### config.mk
export PLATFORM = sky130hd
export DESIGN_NAME = ellspmv_ram
export DESIGN_NICKNAME = d
export VERILOG_FILES = /design/src/ellspmv_ram.sv
export SDC_FILE = /design/constraint.sdc
export NUM_CORES = 1
export LEC_CHECK = 0
export BUFFER_PORTS_ARGS = -buffer_cell sky130_fd_sc_hd__buf_2
export CAP_MARGIN = 20
export CORE_MARGIN = 2
export CORE_UTILIZATION = 35
export DETAILED_ROUTE_END_ITERATION = 7
export HOLD_SLACK_MARGIN = 0.12
export PLACE_DENSITY_LB_ADDON = 0.1
export SYNTH_ARGS = -nofsm -noshare
export SYNTH_HDL_FRONTEND = slang
export SYNTH_SLANG_ARGS = --single-unit
### constraint.sdc
create_clock -name clk -period 3.4 [get_ports clk]
set_input_delay 0.68 -clock clk [delete_from_list [all_inputs] [get_ports clk]]
set_output_delay 0.68 -clock clk [all_outputs]
set_load 0.03 [all_outputs]
### src/ellspmv_ram.sv
`default_nettype none

module ellspmv_ram #(
  parameter int WIDTH = 8,
  parameter int DEPTH = 16
) (
  input  wire logic                                      clk,
  input  wire logic                                      we,
  input  wire logic [((DEPTH > 1) ? $clog2(DEPTH) : 1)-1:0] waddr,
  input  wire logic [WIDTH-1:0]                          wdata,
  input  wire logic [((DEPTH > 1) ? $clog2(DEPTH) : 1)-1:0] raddr,
  output logic      [WIDTH-1:0]                          rdata
);

  logic [WIDTH-1:0] mem [DEPTH];
  logic [WIDTH-1:0] rdata_r;

  always_ff @(posedge clk) begin
    if (we) begin
      mem[waddr] <= wdata;
    end
    rdata_r <= mem[raddr];
  end

  assign rdata = rdata_r;

endmodule

`default_nettype wire

==> out/results.tsv <==
metric	value	unit
status	finished, final reports clean	
non-filler instance count after layout	479	
vias per std cell	5.081	
Port Buf Inserts	25	
Core ar.	14420	µm²
Slew @ Worst Pin	0.7930	ns
first-pass GRT wire length	16600	µm
vias in the first global route	2529	
yosys warns	0	
Synth Flop Type	edfxtp_1	
post-synth top area share	74.67	%
Horiz. Die Dim	125.3	µm
unrepaired setup endpoints after global routing	false	
Setup crit end kind	flip-flop	
remaining global-route overflow	0	
pre-CTS setup slack	1.004	ns
DRT Pass-1 Iters	5	
Clk Latency, worst-skew pair	0.41	ns
CTS HTree Levels	4	
Ports	26	
routed len/inst	23.11	µm
count leader, synth	edfxtp_1	
post-CTS sizing	0	
number of synthesized register bits	136	
total number of vias	2434	
HP Class	in -> reg	
Hold Vio Cnt, Final	0	
chip height	125.3	µm
DRC viols	0	
relative slew slack	47.03	%
switching share of power	20.76	%
HPWL after DPL	6885	µm
Power Dens Cells	620.7	nW/µm²
Critical Path AT	2.24	ns
initial core utilization	35.69	%
leading area contributor after synthesis	edfxtp_1	
final net count	300	
P_int	0.003009	W
Layout Skew	0.004359	ns
clock tree root driver cell	clkbuf_16	
die area	15690	µm²
Leakage	2.061	nW
Psw	0.0007883	W
fin crit share	57.34	%
Async SR Flop Fraction	0	%
CTS Buffer Depth	2	
placer's final routability congestion estimate	0.6823	
Worst path slowest cell	buf_2	
DP Cell Count	447	
post-CTS setup buffer count	0	
Post-synth EDFFs	128	
pin count of the biggest net entering global routing	33	
crit path time final	1.950	ns
CP required	3.69	ns
Total GRT Usage	15.07	%
MaxCap Viol Count	0	
Final ANT Viol Nets	0	
Synthesized Nets	247	
Setup CP Type	in -> reg	
area growth from synthesis to layout	18.84	%
CTS Sinks	136	
mapped cell area	5147	µm²
Reg power frac	49.6	%
top cells by area, synth	edfxtp_1 75%, mux4_2 7.9%, mux4_1 7.1%	
post-synthesis sequential area ratio	77.78	%
layout cells sized above 1	29.49	%
clock power share	45.2	%
VDD IR-drop max	0.0003810	V
combinational power share	5.2	%
TritonCTS clock tree	yes	
crit path max fanout	21	
top post-synthesis cells by count	128 x edfxtp_1, 18 x mux4_2, 16 x a22oi_1, 14 x mux4_1, 13 x nor2_1	
Syn Area/Cell	22.48	µm²
TNS Setup	0	ns
CP peak stage delay	0.48	ns
hold_buf cts	0	
Post-Route WL	11070	µm
total CTS buffers	17	
crit-path cells	buf_2 -> buf_4 -> mux4_1 -> a22oi_1 -> nand2_1	
post-synthesis cell type count	19	
Worst-path clk slew	0.06	ns
initial antenna violation count	0	
CP Launch Type	primary input	
Final Slew Violations	0	
row cnt	44	
Max Freq	512.9	MHz
endpoints failing setup	0	
initial DRC count	232	
post-synthesis cell count	229	
final worst setup slack	1.450	ns
diode count	0	
[cell usage in the layout, fill, tap and decap left out]
cell        instances
edfxtp_1          128
buf_2              25
mux4_2             18
buf_4              18
clkbuf_16          17
a22oi_1            16
mux4_1             14
nor2_1             13
nand2_1             9
dfxtp_1             8
clkinv_1            5
nor3_1              4
clkbuf_1            3
clkinv_2            3
nand3b_1            2
nand2b_1            2
clkinvlp_4          2
bufinv_16           2
nor2b_1             1
and2_1              1
and2b_1             1
nand3_1             1
or3b_2              1
buf_12              1
[metal layers]
metal  global-route usage, %  wire (µm)  vias up
li1                        -          -     1082
met1                   22.23       5360     1285
met2                   21.48       5181       59
met3                   4.322        426        8
met4                   5.294        103        0
met5                       0          0        -
[stage by stage]
step                      power, W  util (%)  hold WS, ns  area, µm²
after floorplan           0.002035         -       0.6293       5147
after global placement    0.002121     38.63       0.6519       5572
after detailed placement  0.002121     38.63       0.6608       5572
after CTS                 0.003834     42.41       0.6477       6117
after global routing      0.003921     42.41       0.6582       6117
final                     0.003797     42.41       0.6510       6117
[critical path: cells and delay by family]
| family | cells | cell delay [ns] |
|---|---|---|
| AND/OR/NAND/NOR | 1 | 0.11 |
| multiplexers | 1 | 0.30 |
| buffers and inverters | 2 | 0.82 |
| AO/OA/AOI/OAI | 1 | 0.32 |
[registers in the layout (all words and copies together), names as in the netlist]
name	cells
rdata	8
mem	128
[power by group through the flow]
stage | clock network, W | registers, W | logic [W]
detailed placement | 0 | 0.00192 | 0.000202
global placement | 0 | 0.00192 | 0.000202
floorplan | 0 | 0.00194 | 0.0000951
CTS | 0.00175 | 0.00188 | 0.000203
finish | 0.00171 | 0.00188 | 0.000198
global route | 0.00182 | 0.00189 | 0.000215
[final cells by class]
| type | count | area, µm² |
|---|---|---|
| multi-input cells | 83 | 1057 |
| fillers | 1280 | 8307 |
| flip-flops and latches | 136 | 4004 |
| well taps | 184 | 230.2 |
| clock inverters | 12 | 108.9 |
| repair buffers | 44 | 280.3 |
| clock buffers | 20 | 436.7 |
[worst paths after layout]
kind	cells past startpoint	end	start	slack [ns]
min reg2reg	3	rdata[6]	mem[14][6]	0.67
max	5	rdata[3]	raddr[1]	1.45
max reg2reg	3	rdata[7]	mem[6][7]	1.93
min	1	mem[4][5]	wdata[5]	0.65
[kinds of logic after synthesis]
group	after synthesis	synth area share (%)
muxes	32	15.02
DFF	136	77.78
buffers and inverters	10	1.677
and+or+nand+nor	35	3.184
AOI/OAI and AO/OA	16	2.334
No activity file was read; power rests on OpenSTA's default activity.
